==> src/rtl/acs_pkg.sv <==
`timescale 1ns / 1ps
// ----------------------------------------------------------------------------
// acs_pkg
// Types, constants and the letter table of the Arabic contextual shaper.
// ----------------------------------------------------------------------------
package acs_pkg;

  localparam int MAX_MARKS = 8;
  localparam int MARK_CW = $clog2(MAX_MARKS + 1);
  localparam int MARK_AW = (MAX_MARKS > 1) ? $clog2(MAX_MARKS) : 1;
  localparam int QUEUE_DEPTH = 2;
  localparam int QUEUE_AW = $clog2(QUEUE_DEPTH);
  localparam int QUEUE_CW = $clog2(QUEUE_DEPTH + 1);

  localparam logic [20:0] CP_ZWNJ = 21'h00200C;
  localparam logic [20:0] CP_ZWJ = 21'h00200D;
  localparam logic [20:0] CP_LAM = 21'h000644;

  typedef struct packed {
    logic        hit;
    logic        jp;
    logic        jn;
    logic [15:0] fin;
    logic [15:0] ini;
    logic [15:0] med;
  } row_t;

  typedef struct packed {
    logic               a_valid;
    logic [20:0]        a_code;
    logic [MARK_CW-1:0] marks;
    logic               b_valid;
    logic [20:0]        b_code;
    logic               c_valid;
    logic [20:0]        c_code;
    logic               last;
    logic               overflow;
  } cmd_t;

  typedef struct packed {
    logic               en;
    logic [MARK_AW-1:0] addr;
    logic [20:0]        data;
  } mark_wr_t;

  function automatic row_t mk_row(logic [15:0] fin, logic [15:0] ini, logic [15:0] med,
                                  logic jp, logic jn);
    row_t r;
    r.hit = 1'b1;
    r.jp = jp;
    r.jn = jn;
    r.fin = fin;
    r.ini = ini;
    r.med = med;
    return r;
  endfunction

  function automatic row_t lookup(logic [20:0] cp);
    row_t r;
    r = '0;
    case (cp)
      21'h000621: r = mk_row(16'h0000, 16'h0000, 16'h0000, 1'b0, 1'b0);
      21'h000622: r = mk_row(16'hFE82, 16'h0000, 16'h0000, 1'b1, 1'b0);
      21'h000623: r = mk_row(16'hFE84, 16'h0000, 16'h0000, 1'b1, 1'b0);
      21'h000624: r = mk_row(16'hFE86, 16'h0000, 16'h0000, 1'b1, 1'b0);
      21'h000625: r = mk_row(16'hFE88, 16'h0000, 16'h0000, 1'b1, 1'b0);
      21'h000626: r = mk_row(16'hFE8A, 16'hFE8B, 16'hFE8C, 1'b1, 1'b1);
      21'h000627: r = mk_row(16'hFE8E, 16'h0000, 16'h0000, 1'b1, 1'b0);
      21'h000628: r = mk_row(16'hFE90, 16'hFE91, 16'hFE92, 1'b1, 1'b1);
      21'h000629: r = mk_row(16'hFE94, 16'h0000, 16'h0000, 1'b1, 1'b0);
      21'h00062A: r = mk_row(16'hFE96, 16'hFE97, 16'hFE98, 1'b1, 1'b1);
      21'h00062B: r = mk_row(16'hFE9A, 16'hFE9B, 16'hFE9C, 1'b1, 1'b1);
      21'h00062C: r = mk_row(16'hFE9E, 16'hFE9F, 16'hFEA0, 1'b1, 1'b1);
      21'h00062D: r = mk_row(16'hFEA2, 16'hFEA3, 16'hFEA4, 1'b1, 1'b1);
      21'h00062E: r = mk_row(16'hFEA6, 16'hFEA7, 16'hFEA8, 1'b1, 1'b1);
      21'h00062F: r = mk_row(16'hFEAA, 16'h0000, 16'h0000, 1'b1, 1'b0);
      21'h000630: r = mk_row(16'hFEAC, 16'h0000, 16'h0000, 1'b1, 1'b0);
      21'h000631: r = mk_row(16'hFEAE, 16'h0000, 16'h0000, 1'b1, 1'b0);
      21'h000632: r = mk_row(16'hFEB0, 16'h0000, 16'h0000, 1'b1, 1'b0);
      21'h000633: r = mk_row(16'hFEB2, 16'hFEB3, 16'hFEB4, 1'b1, 1'b1);
      21'h000634: r = mk_row(16'hFEB6, 16'hFEB7, 16'hFEB8, 1'b1, 1'b1);
      21'h000635: r = mk_row(16'hFEBA, 16'hFEBB, 16'hFEBC, 1'b1, 1'b1);
      21'h000636: r = mk_row(16'hFEBE, 16'hFEBF, 16'hFEC0, 1'b1, 1'b1);
      21'h000637: r = mk_row(16'hFEC2, 16'hFEC3, 16'hFEC4, 1'b1, 1'b1);
      21'h000638: r = mk_row(16'hFEC6, 16'hFEC7, 16'hFEC8, 1'b1, 1'b1);
      21'h000639: r = mk_row(16'hFECA, 16'hFECB, 16'hFECC, 1'b1, 1'b1);
      21'h00063A: r = mk_row(16'hFECE, 16'hFECF, 16'hFED0, 1'b1, 1'b1);
      21'h000640: r = mk_row(16'h0000, 16'h0000, 16'h0000, 1'b1, 1'b1);
      21'h000641: r = mk_row(16'hFED2, 16'hFED3, 16'hFED4, 1'b1, 1'b1);
      21'h000642: r = mk_row(16'hFED6, 16'hFED7, 16'hFED8, 1'b1, 1'b1);
      21'h000643: r = mk_row(16'hFEDA, 16'hFEDB, 16'hFEDC, 1'b1, 1'b1);
      21'h000644: r = mk_row(16'hFEDE, 16'hFEDF, 16'hFEE0, 1'b1, 1'b1);
      21'h000645: r = mk_row(16'hFEE2, 16'hFEE3, 16'hFEE4, 1'b1, 1'b1);
      21'h000646: r = mk_row(16'hFEE6, 16'hFEE7, 16'hFEE8, 1'b1, 1'b1);
      21'h000647: r = mk_row(16'hFEEA, 16'hFEEB, 16'hFEEC, 1'b1, 1'b1);
      21'h000648: r = mk_row(16'hFEEE, 16'h0000, 16'h0000, 1'b1, 1'b0);
      21'h000649: r = mk_row(16'hFEF0, 16'h0000, 16'h0000, 1'b1, 1'b0);
      21'h00064A: r = mk_row(16'hFEF2, 16'hFEF3, 16'hFEF4, 1'b1, 1'b1);
      21'h000671: r = mk_row(16'hFB51, 16'h0000, 16'h0000, 1'b1, 1'b0);
      21'h00067E: r = mk_row(16'hFB57, 16'hFB58, 16'hFB59, 1'b1, 1'b1);
      21'h000686: r = mk_row(16'hFB7B, 16'hFB7C, 16'hFB7D, 1'b1, 1'b1);
      21'h000698: r = mk_row(16'hFB8B, 16'h0000, 16'h0000, 1'b1, 1'b0);
      21'h0006A9: r = mk_row(16'hFB8F, 16'hFB90, 16'hFB91, 1'b1, 1'b1);
      21'h0006AF: r = mk_row(16'hFB93, 16'hFB94, 16'hFB95, 1'b1, 1'b1);
      21'h0006CC: r = mk_row(16'hFBFD, 16'hFBFE, 16'hFBFF, 1'b1, 1'b1);
      default: r = '0;
    endcase
    return r;
  endfunction

  function automatic logic is_transparent(logic [20:0] cp);
    return (cp inside {[21'h000610 : 21'h00061A], [21'h00064B : 21'h00065F], 21'h000670,
                       [21'h0006D6 : 21'h0006ED], CP_ZWJ});
  endfunction

  function automatic logic [15:0] lam_alef(logic [20:0] alef, logic joined_before);
    logic [15:0] lig;
    case (alef)
      21'h000622: lig = joined_before ? 16'hFEF6 : 16'hFEF5;
      21'h000623: lig = joined_before ? 16'hFEF8 : 16'hFEF7;
      21'h000625: lig = joined_before ? 16'hFEFA : 16'hFEF9;
      21'h000627: lig = joined_before ? 16'hFEFC : 16'hFEFB;
      default: lig = 16'h0000;
    endcase
    return lig;
  endfunction

  function automatic logic [20:0] shape(logic [20:0] base, row_t row, logic joined_before,
                                        logic next_back);
    logic        after;
    logic [20:0] res;
    after = row.jn && next_back;
    res = base;
    if (joined_before && after && row.med != 16'h0000) begin
      res = {5'd0, row.med};
    end else if (joined_before && row.fin != 16'h0000) begin
      res = {5'd0, row.fin};
    end else if (after && row.ini != 16'h0000) begin
      res = {5'd0, row.ini};
    end
    return res;
  endfunction

endpackage

==> src/rtl/acs_front.sv <==
`timescale 1ns / 1ps
// ----------------------------------------------------------------------------
// acs_front
// Accepts items, classifies them and keeps the joining context. An item that
// releases or passes a character gives one back-end emit command; marks go to mark memory.
// ----------------------------------------------------------------------------
module acs_front (
  input  logic              clk,
  input  logic              rst,
  input  logic              item_valid,
  output logic              item_stall,
  input  logic [20:0]       code_point,
  input  logic              end_of_text,
  input  logic              q_full,
  output logic              push,
  output acs_pkg::cmd_t     cmd,
  output acs_pkg::mark_wr_t mark_wr,
  input  logic              mark_done
);

  logic [20:0]                 held_letter, held_letter_next;
  acs_pkg::row_t               held_row, held_row_next;
  logic                        held_valid, held_valid_next;
  logic                        held_joined_before, held_joined_before_next;
  logic                        prior_joins_forward, prior_joins_forward_next;
  logic [acs_pkg::MARK_CW-1:0] mark_count, mark_count_next;
  logic                        busy;

  logic          accept;
  logic          transparent;
  logic          consumed;
  logic          store_mark;
  logic [15:0]   lig;
  acs_pkg::row_t row;

  // A new mark may not overwrite the mark memory while a release still reads it.
  assign transparent = acs_pkg::is_transparent(code_point);
  assign item_stall = q_full || (busy && transparent);
  assign accept = item_valid && !item_stall;
  assign push = accept && (cmd.a_valid || cmd.b_valid || cmd.c_valid);

  always_comb begin
    row = acs_pkg::lookup(code_point);
    lig = acs_pkg::lam_alef(code_point, held_joined_before);
    cmd = '0;
    consumed = 1'b0;
    store_mark = 1'b0;
    held_letter_next = held_letter;
    held_row_next = held_row;
    held_valid_next = held_valid;
    held_joined_before_next = held_joined_before;
    prior_joins_forward_next = prior_joins_forward;
    mark_count_next = mark_count;

    if (transparent) begin
      if (held_valid) begin
        if (mark_count < acs_pkg::MARK_CW'(acs_pkg::MAX_MARKS)) begin
          store_mark = 1'b1;
          mark_count_next = mark_count + acs_pkg::MARK_CW'(1);
        end else begin
          cmd.a_valid = 1'b1;
          cmd.a_code = acs_pkg::shape(held_letter, held_row, held_joined_before, 1'b0);
          cmd.marks = mark_count;
          cmd.b_valid = 1'b1;
          cmd.b_code = code_point;
          cmd.overflow = 1'b1;
          held_valid_next = 1'b0;
          held_joined_before_next = 1'b0;
          mark_count_next = '0;
        end
      end else begin
        cmd.b_valid = 1'b1;
        cmd.b_code = code_point;
      end
    end else begin
      if (held_valid) begin
        if (held_letter == acs_pkg::CP_LAM && mark_count == '0 && lig != 16'h0000) begin
          cmd.a_valid = 1'b1;
          cmd.a_code = {5'd0, lig};
          held_valid_next = 1'b0;
          held_joined_before_next = 1'b0;
          prior_joins_forward_next = 1'b0;
          consumed = 1'b1;
        end else begin
          cmd.a_valid = 1'b1;
          cmd.a_code = acs_pkg::shape(held_letter, held_row, held_joined_before,
                                      row.hit && row.jp);
          cmd.marks = mark_count;
          held_valid_next = 1'b0;
          held_joined_before_next = 1'b0;
          mark_count_next = '0;
        end
      end
      if (!consumed) begin
        prior_joins_forward_next = row.hit && row.jn;
        if (row.hit) begin
          held_letter_next = code_point;
          held_row_next = row;
          held_valid_next = 1'b1;
          held_joined_before_next = prior_joins_forward && row.jp;
          mark_count_next = '0;
        end else begin
          cmd.b_valid = 1'b1;
          cmd.b_code = code_point;
        end
      end
    end

    if (end_of_text) begin
      if (held_valid_next) begin
        if (!cmd.a_valid) begin
          cmd.a_valid = 1'b1;
          cmd.a_code = acs_pkg::shape(held_letter_next, held_row_next,
                                      held_joined_before_next, 1'b0);
          cmd.marks = mark_count_next;
        end else begin
          cmd.c_valid = 1'b1;
          cmd.c_code = acs_pkg::shape(held_letter_next, held_row_next,
                                      held_joined_before_next, 1'b0);
        end
        held_valid_next = 1'b0;
        held_joined_before_next = 1'b0;
        mark_count_next = '0;
      end
      prior_joins_forward_next = 1'b0;
      cmd.last = 1'b1;
    end
  end

  always_comb begin
    mark_wr.en = accept && store_mark;
    mark_wr.addr = mark_count[acs_pkg::MARK_AW-1:0];
    mark_wr.data = code_point;
  end

  always_ff @(posedge clk) begin
    if (rst) begin
      held_valid <= 1'b0;
      held_joined_before <= 1'b0;
      prior_joins_forward <= 1'b0;
      mark_count <= '0;
      held_letter <= '0;
      busy <= 1'b0;
    end else begin
      if (accept) begin
        held_valid <= held_valid_next;
        held_joined_before <= held_joined_before_next;
        prior_joins_forward <= prior_joins_forward_next;
        mark_count <= mark_count_next;
        held_letter <= held_letter_next;
      end
      if (mark_done) begin
        busy <= 1'b0;
      end else if (push && cmd.marks != '0) begin
        busy <= 1'b1;
      end
    end
  end

  always_ff @(posedge clk) begin
    if (accept) begin
      held_row <= held_row_next;
    end
  end

endmodule

==> src/rtl/acs_queue.sv <==
`timescale 1ns / 1ps
// ----------------------------------------------------------------------------
// acs_queue
// Short command queue between the front end and the back end.
// ----------------------------------------------------------------------------
module acs_queue (
  input  logic          clk,
  input  logic          rst,
  input  logic          push,
  input  acs_pkg::cmd_t push_cmd,
  input  logic          pop,
  output acs_pkg::cmd_t head,
  output logic          full,
  output logic          empty
);

  acs_pkg::cmd_t                slots [acs_pkg::QUEUE_DEPTH];
  logic [acs_pkg::QUEUE_AW-1:0] wr_ptr;
  logic [acs_pkg::QUEUE_AW-1:0] rd_ptr;
  logic [acs_pkg::QUEUE_CW-1:0] count;
  logic                         do_push;
  logic                         do_pop;

  assign full = (count == acs_pkg::QUEUE_CW'(acs_pkg::QUEUE_DEPTH));
  assign empty = (count == '0);
  assign head = slots[rd_ptr];
  assign do_push = push && !full;
  assign do_pop = pop && !empty;

  always_ff @(posedge clk) begin
    if (rst) begin
      wr_ptr <= '0;
      rd_ptr <= '0;
      count <= '0;
    end else begin
      if (do_push) begin
        wr_ptr <= (wr_ptr == acs_pkg::QUEUE_AW'(acs_pkg::QUEUE_DEPTH - 1)) ?
                  '0 : wr_ptr + acs_pkg::QUEUE_AW'(1);
      end
      if (do_pop) begin
        rd_ptr <= (rd_ptr == acs_pkg::QUEUE_AW'(acs_pkg::QUEUE_DEPTH - 1)) ?
                  '0 : rd_ptr + acs_pkg::QUEUE_AW'(1);
      end
      if (do_push && !do_pop) begin
        count <= count + acs_pkg::QUEUE_CW'(1);
      end else if (do_pop && !do_push) begin
        count <= count - acs_pkg::QUEUE_CW'(1);
      end
    end
  end

  always_ff @(posedge clk) begin
    if (do_push) begin
      slots[wr_ptr] <= push_cmd;
    end
  end

endmodule

==> src/rtl/acs_back.sv <==
`timescale 1ns / 1ps
// ----------------------------------------------------------------------------
// acs_back
// Carries out emit commands: the released letter, its marks from the mark
// memory, the passed character and the end-of-text letter, held under result_stall.
// ----------------------------------------------------------------------------
module acs_back (
  input  logic              clk,
  input  logic              rst,
  input  acs_pkg::cmd_t     head,
  input  logic              q_empty,
  output logic              pop,
  input  acs_pkg::mark_wr_t mark_wr,
  output logic              mark_done,
  output logic              result_valid,
  input  logic              result_stall,
  output logic [20:0]       shaped_point,
  output logic              last_out,
  output logic              mark_overflow
);

  typedef enum logic [5:0] {
    ST_IDLE      = 6'b000001,
    ST_A         = 6'b000010,
    ST_MARK_WAIT = 6'b000100,
    ST_MARK      = 6'b001000,
    ST_B         = 6'b010000,
    ST_C         = 6'b100000
  } state_t;

  state_t                      state, state_next;
  acs_pkg::cmd_t               cur;
  logic [acs_pkg::MARK_AW-1:0] idx, idx_next;
  logic [20:0]                 mark_mem [acs_pkg::MAX_MARKS];
  logic [20:0]                 rd_data;

  logic        load_ok;
  logic        load;
  logic [20:0] load_code;
  logic        load_last;
  logic        finish;
  logic        final_mark;

  function automatic state_t after_marks(acs_pkg::cmd_t c);
    state_t s;
    if (c.b_valid) begin
      s = ST_B;
    end else if (c.c_valid) begin
      s = ST_C;
    end else begin
      s = ST_IDLE;
    end
    return s;
  endfunction

  function automatic state_t after_a(acs_pkg::cmd_t c);
    return (c.marks != '0) ? ST_MARK : after_marks(c);
  endfunction

  function automatic state_t first_state(acs_pkg::cmd_t c);
    state_t s;
    if (c.a_valid) begin
      s = ST_A;
    end else if (c.marks != '0) begin
      s = ST_MARK_WAIT;
    end else begin
      s = after_marks(c);
    end
    return s;
  endfunction

  assign load_ok = !result_valid || !result_stall;
  assign final_mark = ((acs_pkg::MARK_CW'(idx) + acs_pkg::MARK_CW'(1)) == cur.marks);

  always_comb begin
    state_next = state;
    idx_next = idx;
    pop = 1'b0;
    load = 1'b0;
    load_code = '0;
    load_last = 1'b0;
    finish = 1'b0;
    mark_done = 1'b0;
    case (state)
      ST_IDLE: begin
        finish = 1'b1;
      end
      ST_A: begin
        if (load_ok) begin
          load = 1'b1;
          load_code = cur.a_code;
          load_last = cur.last && cur.marks == '0 && !cur.b_valid && !cur.c_valid;
          if (after_a(cur) == ST_IDLE) begin
            finish = 1'b1;
          end else begin
            state_next = after_a(cur);
          end
        end
      end
      ST_MARK_WAIT: begin
        state_next = ST_MARK;
      end
      ST_MARK: begin
        if (load_ok) begin
          load = 1'b1;
          load_code = rd_data;
          load_last = cur.last && final_mark && !cur.b_valid && !cur.c_valid;
          if (final_mark) begin
            mark_done = 1'b1;
            if (after_marks(cur) == ST_IDLE) begin
              finish = 1'b1;
            end else begin
              state_next = after_marks(cur);
            end
          end else begin
            idx_next = idx + acs_pkg::MARK_AW'(1);
            state_next = ST_MARK_WAIT;
          end
        end
      end
      ST_B: begin
        if (load_ok) begin
          load = 1'b1;
          load_code = cur.b_code;
          load_last = cur.last && !cur.c_valid;
          if (cur.c_valid) begin
            state_next = ST_C;
          end else begin
            finish = 1'b1;
          end
        end
      end
      ST_C: begin
        if (load_ok) begin
          load = 1'b1;
          load_code = cur.c_code;
          load_last = cur.last;
          finish = 1'b1;
        end
      end
      default: begin
        state_next = ST_IDLE;
      end
    endcase
    if (finish) begin
      if (!q_empty) begin
        pop = 1'b1;
        idx_next = '0;
        state_next = first_state(head);
      end else begin
        state_next = ST_IDLE;
      end
    end
  end

  always_ff @(posedge clk) begin
    if (rst) begin
      state <= ST_IDLE;
      idx <= '0;
      result_valid <= 1'b0;
    end else begin
      state <= state_next;
      idx <= idx_next;
      if (load) begin
        result_valid <= 1'b1;
      end else if (!result_stall) begin
        result_valid <= 1'b0;
      end
    end
  end

  always_ff @(posedge clk) begin
    if (pop) begin
      cur <= head;
    end
    if (load) begin
      shaped_point <= load_code;
      last_out <= load_last;
      mark_overflow <= cur.overflow;
    end
  end

  always_ff @(posedge clk) begin
    if (mark_wr.en) begin
      mark_mem[mark_wr.addr] <= mark_wr.data;
    end
    rd_data <= mark_mem[idx];
  end

endmodule

==> src/rtl/arabic_contextual_shaper.sv <==
`timescale 1ns / 1ps
// ----------------------------------------------------------------------------
// arabic_contextual_shaper
// Streaming Arabic contextual shaping into presentation forms.
// ----------------------------------------------------------------------------
// Codepoints enter one item at a time and leave as shaped results in the same
// order. A letter from the table is held with the marks after it until the
// next non-transparent item, a mark beyond MAX_MARKS or the end of text arrives;
// then the front end queues one command and the back end emits its results in
// order, holding each while result_stall is high. Items are taken while the
// two-entry command queue has room, so new items enter while the back end still
// emits; each mark after the first waits in ST_MARK_WAIT, since the mark memory
// has a registered read port. While a release with marks is still being read out, a new mark item waits.
// ----------------------------------------------------------------------------
module arabic_contextual_shaper (
  input  logic        clk,
  input  logic        rst,
  input  logic        item_valid,
  output logic        item_stall,
  input  logic [20:0] code_point,
  input  logic        end_of_text,
  output logic        result_valid,
  input  logic        result_stall,
  output logic [20:0] shaped_point,
  output logic        last_out,
  output logic        mark_overflow
);

  logic              q_full;
  logic              q_empty;
  logic              push;
  logic              pop;
  logic              mark_done;
  acs_pkg::cmd_t     cmd;
  acs_pkg::cmd_t     head;
  acs_pkg::mark_wr_t mark_wr;

  acs_front u_front (
    .clk         (clk),
    .rst         (rst),
    .item_valid  (item_valid),
    .item_stall  (item_stall),
    .code_point  (code_point),
    .end_of_text (end_of_text),
    .q_full      (q_full),
    .push        (push),
    .cmd         (cmd),
    .mark_wr     (mark_wr),
    .mark_done   (mark_done)
  );

  acs_queue u_queue (
    .clk      (clk),
    .rst      (rst),
    .push     (push),
    .push_cmd (cmd),
    .pop      (pop),
    .head     (head),
    .full     (q_full),
    .empty    (q_empty)
  );

  acs_back u_back (
    .clk           (clk),
    .rst           (rst),
    .head          (head),
    .q_empty       (q_empty),
    .pop           (pop),
    .mark_wr       (mark_wr),
    .mark_done     (mark_done),
    .result_valid  (result_valid),
    .result_stall  (result_stall),
    .shaped_point  (shaped_point),
    .last_out      (last_out),
    .mark_overflow (mark_overflow)
  );

endmodule

==> config.mk <==
export PLATFORM = sky130hd
export DESIGN_NAME = arabic_contextual_shaper
export DESIGN_NICKNAME = d
export VERILOG_FILES = /design/src/rtl/acs_pkg.sv /design/src/rtl/acs_front.sv /design/src/rtl/acs_queue.sv /design/src/rtl/acs_back.sv /design/src/rtl/arabic_contextual_shaper.sv
export SDC_FILE = /design/constraint.sdc
export NUM_CORES = 1
export LEC_CHECK = 0
export BUFFER_PORTS_ARGS = -buffer_cell sky130_fd_sc_hd__buf_2
export CORE_ASPECT_RATIO = 0.9
export CORE_MARGIN = 4
export CORE_UTILIZATION = 45
export DETAILED_ROUTE_END_ITERATION = 12
export GPL_TIMING_DRIVEN = 1
export SYNTH_ARGS = -nofsm -noshare
export SYNTH_HDL_FRONTEND = slang
export SYNTH_SLANG_ARGS = --single-unit
==> constraint.sdc <==
create_clock -name clk -period 9 [get_ports clk]
set_clock_uncertainty 0.15 [all_clocks]
set_input_delay 0.9 -clock clk [delete_from_list [all_inputs] [get_ports clk]]
set_output_delay 0.9 -clock clk [all_outputs]
set_load 0.02 [all_outputs]
==> results of run 1 <==
## cell usage after synthesis (all sizes together), types with 5 or more instances
| library cell | number |
|---|---|
| a41oi | 5 |
| dfxtp | 65 |
| a211o | 6 |
| nand3b | 8 |
| nor3 | 52 |
| o2111ai | 8 |
| or2 | 13 |
| o32ai | 6 |
| or4 | 12 |
| a21oi | 87 |
| nand4b | 5 |
| nand3 | 37 |
| xnor2 | 7 |
| and2 | 12 |
| o21ai | 58 |
| nor2b | 8 |
| a22oi | 51 |
| edfxtp | 439 |
| nand2 | 86 |
| buf | 30 |
| o22ai | 8 |
| and3 | 19 |
| inv | 37 |
| clkbuf | 89 |
| mux4 | 42 |
| a31oi | 19 |
| a211oi | 14 |
| o31ai | 6 |
| o311ai | 7 |
| or3 | 12 |
| mux2 | 107 |
| nand4 | 23 |
| or4b | 5 |
| nor4 | 23 |
| nor2 | 132 |
| mux2i | 32 |
| o211ai | 8 |
| nand2b | 20 |
## per-layer routing
metal | vias up | wire length (µm)
met5 | - | 0
met4 | 0 | 1568
met3 | 109 | 4101
met2 | 632 | 29050
met1 | 7447 | 27050
li1 | 6552 | -
## worst min-delay path by stage
stage	slack, ns	cells past startpoint	to	startpoint
after floorplan	0.25	0	u_back.mark_overflow	u_back.cur[0]
after global placement	0.26	0	u_back.mark_overflow	u_back.cur[0]
after detailed placement	0.26	0	u_back.mark_overflow	u_back.cur[0]
after CTS	0.27	0	u_back.mark_overflow	u_back.cur[0]
after global routing	0.28	0	u_back.mark_overflow	u_back.cur[0]
final	0.27	0	u_back.mark_overflow	u_back.cur[0]
## where the power goes
group          total [µW]  switching, µW  internal, µW
Sequential           3050            113          2940
Combinational         601            408           193
Clock                2110            891          1220
Total                5770           1410          4360
## cells by family (layout without fill, tap and decap cells)
family	count (synthesis)	after routing	share of synthesized area [%]
and+or+nand+nor	483	483	11.23
muxes	181	181	11.00
xor gates and xnor gates	12	12	0.5285
other	1	10	0.01667
AOI/OAI and AO/OA	328	328	9.747
adders and majority gates	4	4	0.2225
buffers and inverters	158	214	2.848
DFF	504	504	64.40
## through the flow
step,area (µm²),setup WS [ns],hold WS [ns],std cells
2_1_floorplan,22520,1.830,0.2503,1680
3_5_place_dp,23420,2.598,0.2565,2314
5_1_grt,25100,2.846,0.2764,2407
6_report,25100,3.121,0.2697,2407
4_1_cts,25100,3.204,0.2711,2407
3_3_place_gp,23420,2.699,0.2619,2314
## registers in the layout (all words and copies together) (netlist names), 2 cells and up, named ones only
| register | flops |
|---|---|
| u_queue.count | 2 |
| u_back.idx | 3 |
| u_back.cur | 71 |
| u_front.mark_count | 4 |
| u_back.mark_mem | 168 |
| u_back.shaped_point | 21 |
| u_back.state | 6 |
| u_back.rd_data | 21 |
| u_front.held_row | 33 |
| u_front.held_letter | 21 |
| u_queue.slots | 144 |
## worst max-delay path, cell delays in order
cell and delay (ns):
sky130_fd_sc_hd__buf_2 0.41, sky130_fd_sc_hd__buf_4 0.33, sky130_fd_sc_hd__nand2b_1 0.41, sky130_fd_sc_hd__nor4_1 0.13, sky130_fd_sc_hd__nand3_1 0.13, sky130_fd_sc_hd__a22oi_1 0.19
sky130_fd_sc_hd__or4_1 0.74, sky130_fd_sc_hd__a211o_1 0.51, sky130_fd_sc_hd__inv_1 0.70, sky130_fd_sc_hd__nand3_1 0.39, sky130_fd_sc_hd__nor3_2 0.73, sky130_fd_sc_hd__buf_4 0.39
## layout make-up
cell class | instances | area [µm²]
Fill cell | 4150 | 24130
Sequential cell | 504 | 14490
Tap cell | 671 | 839.6
Multi-Input combinational cell | 1018 | 7456
Timing Repair Buffer | 82 | 490.5
Clock buffer | 63 | 1321
Clock inverter | 30 | 355.3
Inverter | 39 | 146.4
==> results by group, run 1 <==
Drt
  • Number of vias per cell after detailed routing: between 6 and 7
  • Total vias in the final route: between 10k and 15k
  • Detail Route Antenna Nets: 0
  • Average wire per standard cell: about 26 µm
  • Iter 0 DRT Violations: 1743
  • Pre-antenna DRT Iters: 6
  • Detailed-route DRC error count: 0
  • Post-Route WL: 61770 µm

STA
  • Pins Over Slew Limit: 0
  • Final count of negative-setup-slack endpoints: 0
  • Period utilization: about two thirds
  • Minimum clock period: between 5 and 6 ns
  • Setup Total Neg Slack: 0 ns
  • Worst slew margin relative to its limit: 11.51%
  • Fin. Hold Viols: 0
  • Unrepaired setup endpoints after global routing: no
  • Achievable clock frequency: roughly 0.17 GHz
  • Actual slew at the worst max-slew pin: 1.324 ns

CTS
  • Worst-skew pair later-pin latency: around 0.60 ns
  • Maximum clock path buffer count: 3
  • Clk root buf: sky130_fd_sc_hd__clkbuf_16
  • Clock tree from TritonCTS: yes
  • CTS sink cnt: 504
  • Worst-path clk slew: 0.06 ns
  • Post-CTS setup buffer count: 0
  • CTS Hold Bufs: 0
  • Clock buffers created by TritonCTS: 50
  • Post-cts resize count: 0
  • Total number of H-tree levels: 2

Synth
  • Number of standard cells after synthesis: ~1.7k
  • Count of cell types in the netlist: 94
  • Synth Flop Type: sky130_fd_sc_hd__edfxtp_1
  • Register bit total from synthesis: around 500
  • Post-synthesis async set-or-reset flop share: 0%
  • Ys Warns: 0
  • Most area-consuming cells after synthesis: sky130_fd_sc_hd__edfxtp_1, sky130_fd_sc_hd__dfxtp_1, sky130_fd_sc_hd__mux2_2
  • Yosys top cell by area: sky130_fd_sc_hd__edfxtp_1
  • Synthesized area per cell: around 13 µm²
  • Fraction of post-synthesis cell area in the top cell type by area: between 50% and 60%
  • Mapped cell area: approximately 0.022 mm²
  • Number of synthesized flops with an enable pin: ~440
  • Fraction of the yosys area taken by sequential cells: between 60% and 70%

Setup path
  • Crit path capture: u_back.mark_mem[0][5]
  • Data arrival time at the worst-slack endpoint: 5.99 ns
  • Crit path capture type: flip-flop
  • Critical Setup Path Class: in -> reg
  • Path depth of the worst reg2reg path: 14
  • Highest fanout seen on the critical path: 24
  • Endpoint required time on the critical path: approximately 9 ns
  • Reg2Reg Setup Slack: around 3.7 ns
  • Crit Reg-Reg Startpoint: u_back.idx[0]
  • Destination of the worst register-to-register timing path: u_back.state[0]
  • Crit path launch: code_point[0]
  • Startpoint type of the worst setup path: primary input

Global routing
  • GRT met1 Usage: between 30% and 40%
  • Total global routing overflow: 0
  • Pin count of the biggest net entering global routing: 60
  • Met2 capacity usage during global routing: between 30 and 40%
  • Busiest grt layer: met2
  • Met3 routing resource usage after global routing: approximately 3.2%
  • Number of antenna violations at the first check in global routing: 0
  • Vias in the first global route: between 10k and 15k
  • Total routing usage reported by global routing: between 20% and 30%
  • Global-route wire length before repair: roughly 93000 µm

Layout
  • Leading cell types in the layout, fill and taps excluded: sky130_fd_sc_hd__edfxtp_1, sky130_fd_sc_hd__nor2_1, sky130_fd_sc_hd__mux2_2
  • Post-layout nets: 1725
  • Antenna diodes: 0
  • Final Core Density: just over 50%
  • Area growth from synthesis to final layout: 11.60%
  • Most frequent standard cell in the layout excluding fill and tap cells: sky130_fd_sc_hd__edfxtp_1
  • Fraction of layout cells with a size suffix above 1: around a fifth

Status
  • Run status: finished, final reports clean

Power
  • Leakage power figure: 0.008119 µW
  • Design Power: ~5800 µW
  • Maximum VDD drop: roughly 0.00016 V
  • Power density over the cells: 229.9 mW/mm²

Floorplan
  • Starting density of the core: a little under half
  • Width of the die: 243.7 µm
  • Die span in y: roughly 220 µm
  • Total number of placement rows: between 70 and 80
  • Die Area: ~0.054 mm²
  • Core area: around 0.05 mm²
  • Number of I/O pins: roughly 50

Placed design
  • HPWL after DPL: 40630 µm
  • GPL Wtd Cong: around 0.97
  • Port bufs: 50

Run
  • Number of maximum-capacitance constraint violations: 0

Worst hold path
  • Hold crit path type: reg -> reg
Power figures use the tool's default switching activity.
==> inputs of run 2 (changes only) <==
==> constraint.sdc (replaced) <==
create_clock -name clk -period 5.6 [get_ports clk]
set_clock_uncertainty 0.15 [all_clocks]
set_input_delay 0.56 -clock clk [delete_from_list [all_inputs] [get_ports clk]]
set_output_delay 0.56 -clock clk [all_outputs]
set_load 0.02 [all_outputs]
==> results by group, run 2 (synthesis gave the netlist of run 1 again) <==
Floorplan
  • Die Area: approximately 0.054 mm²
  • Core area: approximately 0.049 mm²
  • Die span in y: between 200 and 250 µm
  • Width of the die: 243.7 µm
  • Number of I/O pins: 51
  • Starting density of the core: 45.68%
  • Total number of placement rows: between 70 and 80

Drt
  • Pre-antenna DRT Iters: 7
  • Detailed-route DRC error count: 0
  • Total vias in the final route: 14.65k
  • Iter 0 DRT Violations: between 1.5k and 2k
  • Average wire per standard cell: 25.92 µm
  • Number of vias per cell after detailed routing: 5.991
  • Post-Route WL: 63380 µm
  • Detail Route Antenna Nets: 0

Run
  • Number of maximum-capacitance constraint violations: 0

Status
  • Run status: finished, final reports clean

CTS
  • CTS Hold Bufs: 0
  • Post-cts resize count: 0
  • CTS sink cnt: approximately 500
  • Worst-path clk slew: approximately 0.06 ns
  • Total number of H-tree levels: 2
  • Clock tree from TritonCTS: yes
  • Clk root buf: sky130_fd_sc_hd__clkbuf_16
  • Worst-skew pair later-pin latency: roughly 0.6 ns
  • Maximum clock path buffer count: 3
  • Post-CTS setup buffer count: 0
  • Clock buffers created by TritonCTS: 50

Layout
  • Fraction of layout cells with a size suffix above 1: between 20 and 25%
  • Most frequent standard cell in the layout excluding fill and tap cells: sky130_fd_sc_hd__edfxtp_1
  • Area growth from synthesis to final layout: 12.78%
  • Final Core Density: 51.52%
  • Post-layout nets: 1762
  • Area taken by multi-input logic gates: 0.007456 mm²
  • Filler instances: 4145
  • Leading cell types in the layout, fill and taps excluded: sky130_fd_sc_hd__edfxtp_1, sky130_fd_sc_hd__nor2_1, sky130_fd_sc_hd__mux2_2
  • Largest registers in the final layout: u_back.mark_mem: 168 flops, u_queue.slots: 144 flops, u_back.cur: 71 flops
  • Post-route non-filler standard cell count: 2445
  • Antenna diodes: 0
  • Largest register by flop count: u_back.mark_mem
  • Combined flip-flop and latch cell area: ~0.014 mm²
  • Flip-flop count of the largest register after layout: 168

STA
  • Final count of negative-setup-slack endpoints: 0
  • Unrepaired setup endpoints after global routing: no
  • Achievable clock frequency: approximately 0.21 GHz
  • Period utilization: roughly 83%
  • Pins Over Slew Limit: 0
  • Worst slew margin relative to its limit: between 10% and 20%
  • Actual slew at the worst max-slew pin: approximately 1.2 ns
  • Fin. Hold Viols: 0
  • Worst hold slack across all endpoints: around 0.12 ns
  • Minimum clock period: approximately 4.7 ns

Global routing
  • Global-route wire length before repair: around 95000 µm
  • Met2 capacity usage during global routing: a little under two fifths
  • GRT met1 Usage: about a third
  • Pin count of the biggest net entering global routing: 63
  • Total routing usage reported by global routing: a little under a quarter
  • Met3 routing resource usage after global routing: 3.857%
  • Vias in the first global route: ~15k
  • Number of antenna violations at the first check in global routing: 0
  • Total global routing overflow: 0
  • Busiest grt layer: met2

Setup path
  • Cell family with the largest share of critical-path delay: simple AND/OR/NAND/NOR gates
  • Path depth of the worst reg2reg path: 11
  • Destination of the worst register-to-register timing path: u_back.cur[54]
  • Reg2Reg Setup Slack: ~1.3 ns
  • Ordered cell list for the critical path: buf_2 -> or4_1 -> nor4_2 -> a22oi_1 -> nor3_1 -> nand3_1 -> buf_4 -> nand2_1 -> o21ai_0 -> mux2i_1 -> o21ai_1
  • Data arrival time at the worst-slack endpoint: between 4 and 5 ns
  • Endpoint required time on the critical path: between 5 and 6 ns
  • Number of buffer and inverter stages on the critical path: 2
  • Highest fanout seen on the critical path: 23
  • Crit path capture type: flip-flop
  • Critical Setup Path Class: in -> reg
  • Crit Reg-Reg Startpoint: u_back.idx[0]
  • Largest incremental delay on the critical path: 1.02 ns
  • Startpoint type of the worst setup path: primary input
  • Library cell contributing the largest single delay on the critical path: sky130_fd_sc_hd__nor3_1
  • Instance count on the critical path: 11

Placed design
  • Port bufs: 50
  • HPWL after DPL: between 40000 and 50000 µm
  • GPL Wtd Cong: roughly 0.96
  • Cell total after placement: between 2k and 2.5k

Worst hold path
  • Hold crit path type: in -> reg
  • Hold path startpoint: code_point[14]
  • Number of cells on the worst hold path: 1
  • Worst hold endpoint: u_back.mark_mem[6][14]

Power
  • Leakage power figure: between 0.008 and 0.009 µW
  • Maximum VDD drop: between 0.0003 and 0.0004 V
  • Power density over the cells: 364.5 mW/mm²
## run 2: cell types whose count changed in the layout (fill, tap and decap cells not counted)
cell,change
sky130_fd_sc_hd__buf_12,+1
sky130_fd_sc_hd__buf_4,+36
sky130_fd_sc_hd__bufinv_16,-4
sky130_fd_sc_hd__clkbuf_1,+3
sky130_fd_sc_hd__clkbuf_16,+1
sky130_fd_sc_hd__clkbuf_8,+8
sky130_fd_sc_hd__clkinv_1,-2
sky130_fd_sc_hd__clkinv_16,-1
sky130_fd_sc_hd__clkinv_2,-4
sky130_fd_sc_hd__clkinv_4,-2
sky130_fd_sc_hd__clkinvlp_4,+1
sky130_fd_sc_hd__inv_16,+1
sky130_fd_sc_hd__inv_6,+1
sky130_fd_sc_hd__inv_8,-1
## run 2: worst max-delay path by stage
stage                        start                   end  slack [ns]
detailed placement  code_point[15]  u_queue.slots[1][51]        0.45
global placement    code_point[15]  u_queue.slots[0][51]        0.44
global route        code_point[15]  u_queue.slots[0][51]        0.76
CTS                 code_point[15]  u_queue.slots[1][51]        1.10
floorplan           code_point[15]   u_queue.slots[0][0]       -0.03
finish              code_point[15]  u_queue.slots[0][51]        0.94
## run 2: through the flow
stage	worst slack [ns]	power [µW]	area (µm²)	TNS (ns)
after floorplan	-0.03385	5600	22530	-4.874
after global placement	0.4402	5984	23710	0
after detailed placement	0.4476	6001	23710	0
after CTS	1.101	9326	25370	0
after global routing	0.7636	9612	25370	0
final	0.9406	9246	25370	0
## run 2: final cells by class
cell class / instances / share of cell area, %
Tap cell: 671 / 3.310
Timing Repair Buffer: 119 / 3.078
Inverter: 39 / 0.5771
Sequential cell: 504 / 57.13
Clock buffer: 75 / 5.786
Multi-Input combinational cell: 1018 / 29.39
Clock inverter: 19 / 0.7300
## run 2: power by group
| group | switching [µW] | internal (µW) | total [µW] |
|---|---|---|---|
| Clock | 1410 | 1920 | 3330 |
| Sequential | 173 | 4720 | 4890 |
| Combinational | 682 | 341 | 1020 |
| Total | 2270 | 6980 | 9250 |
## run 2: routing by layer
layer | routed length (µm) | share of wire, % | up-vias
met5 | 0 | 0 | -
met4 | 1523 | 2.4 | 0
met3 | 4215 | 6.7 | 92
met2 | 29750 | 47 | 534
met1 | 27890 | 44 | 7410
li1 | - | - | 6613
## run 2: worst register-to-register path: cells and delay by family, from the launching register on
family                   cells  cell delay (ns)
flip-flops                   1             0.74
buffers and inverters        2             0.85
AND/OR/NAND/NOR              2             0.40
AO/OA/AOI/OAI                5             1.30
XOR/XNOR                     1             0.17
adder cells (fa/ha/maj)      1             0.37
==> inputs of run 3 (changes only) <==
==> constraint.sdc (replaced) <==
create_clock -name clk -period 4.3 [get_ports clk]
set_clock_uncertainty 0.15 [all_clocks]
set_input_delay 0.43 -clock clk [delete_from_list [all_inputs] [get_ports clk]]
set_output_delay 0.43 -clock clk [all_outputs]
set_load 0.02 [all_outputs]
==> results by group, run 3 (synthesis gave the netlist of run 1 again) <==
Status
  • Run status: finished, final reports clean

Setup path
  • Library cell contributing the largest single delay on the critical path: sky130_fd_sc_hd__dlygate4sd3_1
  • Highest fanout seen on the critical path: 30
  • Dominant cell type by count on the critical path: sky130_fd_sc_hd__buf_4
  • Number of buffer and inverter stages on the critical path: 5
  • Crit Reg-Reg Startpoint: u_front.held_letter[8]
  • Startpoint type of the worst setup path: primary input
  • Reg2Reg Setup Slack: around 0.33 ns
  • Path depth of the worst reg2reg path: 11
  • Largest incremental delay on the critical path: between 0.5 and 0.6 ns
  • Critical Setup Path Class: in -> reg
  • Destination of the worst register-to-register timing path: u_queue.slots[0][58]
  • Crit path capture type: flip-flop
  • Ordered cell list for the critical path: dlygate4sd3_1 -> buf_2 -> or2_2 -> nor2_2 -> buf_12 -> nand2_1 -> buf_4 -> o21ai_1 -> nor3_1 -> or2_1 -> buf_4 -> a41oi_1 -> a21oi_1 -> mux2_2 -> o21ai_0
  • Endpoint required time on the critical path: about 4.6 ns
  • Data arrival time at the worst-slack endpoint: around 4.5 ns
  • Cell family with the largest share of critical-path delay: buffers and inverters

Run
  • Number of maximum-capacitance constraint violations: 0

Global routing
  • Total global routing overflow: 0
  • Total routing usage reported by global routing: a little under a quarter
  • Vias in the first global route: ~15k
  • Pin count of the biggest net entering global routing: 44
  • Number of antenna violations at the first check in global routing: 0
  • Global-route wire length before repair: around 95000 µm

Floorplan
  • Number of I/O pins: 51
  • Die span in y: ~220 µm
  • Total number of placement rows: 77
  • Starting density of the core: a little under half
  • Core area: just under 0.05 mm²
  • Die Area: approximately 0.054 mm²
  • Width of the die: approximately 240 µm

Placed design
  • Cell total after placement: about 2.4k
  • Port bufs: 50
  • Worst Setup Slack post-DPL: -0.1109 ns
  • HPWL after DPL: between 40000 and 50000 µm
  • GPL Wtd Cong: 0.9478

STA
  • Final count of negative-setup-slack endpoints: 0
  • Worst hold slack across all endpoints: about 0.056 ns
  • Achievable clock frequency: roughly 0.24 GHz
  • Fin. Hold Viols: 0
  • Pins Over Slew Limit: 0
  • Setup Total Neg Slack: 0 ns
  • Worst slew margin relative to its limit: between 40% and 50%
  • Period utilization: 97.96%
  • Setup WS post-layout: approximately 0.088 ns
  • Actual slew at the worst max-slew pin: around 0.89 ns
  • Unrepaired setup endpoints after global routing: no
  • Minimum clock period: ~4.2 ns

Layout
  • Filler instances: roughly 4.1k
  • Antenna diodes: 0
  • Combined flip-flop and latch cell area: 0.01449 mm²
  • Area growth from synthesis to final layout: 17.13%
  • Largest register by flop count: u_back.mark_mem
  • Post-route non-filler standard cell count: approximately 2.5k
  • Final Core Density: between 50% and 60%
  • Leading cell types in the layout, fill and taps excluded: sky130_fd_sc_hd__edfxtp_1, sky130_fd_sc_hd__buf_4, sky130_fd_sc_hd__nor2_1
  • Fraction of layout cells with a size suffix above 1: 25.94%
  • Area taken by multi-input logic gates: approximately 0.0075 mm²
  • Most frequent standard cell in the layout excluding fill and tap cells: sky130_fd_sc_hd__edfxtp_1
  • Flip-flop count of the largest register after layout: roughly 170
  • Post-layout nets: roughly 1.9k
  • Largest registers in the final layout: u_back.mark_mem: 168 flops, u_queue.slots: 144 flops, u_back.cur: 71 flops

CTS
  • CTS sink cnt: slightly above 500
  • Clock tree from TritonCTS: yes
  • Worst-skew pair later-pin latency: about 0.60 ns
  • Clock buffers created by TritonCTS: 52
  • Total number of H-tree levels: 2
  • Maximum clock path buffer count: 3
  • Clk root buf: sky130_fd_sc_hd__clkbuf_16
  • Worst-path clk slew: roughly 0.06 ns

Power
  • Net switching power: 2984 µW
  • Switching share of power: about a quarter
  • Sequential share of power: 52.7%
  • Internal power: 9145 µW
  • Leakage power figure: slightly below 0.009 µW
  • Share of total power in combinational logic: between 10% and 20%
  • Power density over the cells: roughly 460 mW/mm²
  • Clk pwr share: a little over a third
  • Maximum VDD drop: about 0.00034 V

Drt
  • Post-Route WL: between 60000 and 70000 µm
  • Number of vias per cell after detailed routing: around 6
  • Detailed-route DRC error count: 0
  • Iter 0 DRT Violations: 1415
  • Total vias in the final route: about 15k
  • Average wire per standard cell: ~25 µm
  • Pre-antenna DRT Iters: 6
  • Detail Route Antenna Nets: 0

Worst hold path
  • Worst hold endpoint: u_back.mark_mem[0][19]
  • Number of cells on the worst hold path: 2
  • Hold path startpoint: code_point[19]
  • Hold crit path type: in -> reg
## run 3: cell types whose count changed in the layout (fill, tap and decap cells not counted), sizes merged
cell | before | now
dlygate4sd3 | 0 | 1
clkinv | 15 | 22
buf | 119 | 207
clkinvlp | 2 | 1
clkbuf | 75 | 72
## run 3: layout make-up
cell class                      instances  area share, %
Sequential cell                       504          55.01
Multi-Input combinational cell       1018          28.60
Timing Repair Buffer                  208          6.317
Clock buffer                           72          5.491
Tap cell                              671          3.187
Clock inverter                         25         0.8407
Inverter                               39         0.5605
## run 3: how the worst max path moves through the flow
stage | from | endpoint | slack (ns) | cells after the start
floorplan | code_point[15] | u_queue.slots[0][0] | -0.30 | 10
global route | code_point[17] | u_queue.slots[1][53] | 0.005 | 13
CTS | code_point[17] | u_queue.slots[1][53] | 0.18 | 15
detailed placement | code_point[18] | u_queue.slots[1][53] | -0.11 | 13
finish | code_point[17] | u_queue.slots[1][53] | 0.09 | 15
global placement | code_point[18] | u_queue.slots[0][53] | -0.12 | 13
## run 3: routing by layer
metal / track usage, % / part of all wire [%] / vias to the layer above
met5: 0 / 0 / -
met4: 8.281 / 3.8 / 0
met3: 2.932 / 6.1 / 135
met2: 37.96 / 47 / 592
met1: 32.49 / 43 / 7477
li1: - / - / 6799
## run 3: stage by stage
step,cell area (µm²),total power (µW)
after floorplan,22650,7294
after CTS,26330,12240
after global routing,26340,12610
after detailed placement,24650,7895
after global placement,24650,7844
final,26340,12130
## run 3: power by group through the flow
stage	Sequential, µW	Clock (µW)	Combinational (µW)
after detailed placement	6490	0	1400
after CTS	6390	4440	1410
after floorplan	6420	0	871
after global placement	6460	0	1380
final	6390	4340	1400
after global routing	6450	4650	1510
## run 3: what timing repair did
action / 4_1_cts / 5_1_grt
resized for setup: 0 / 3
hold buffers: 1 / 0
buffers inserted: 0 / 0
endpoints found under the setup margin: 0 / 43
endpoints found under the hold margin: 10 / 0
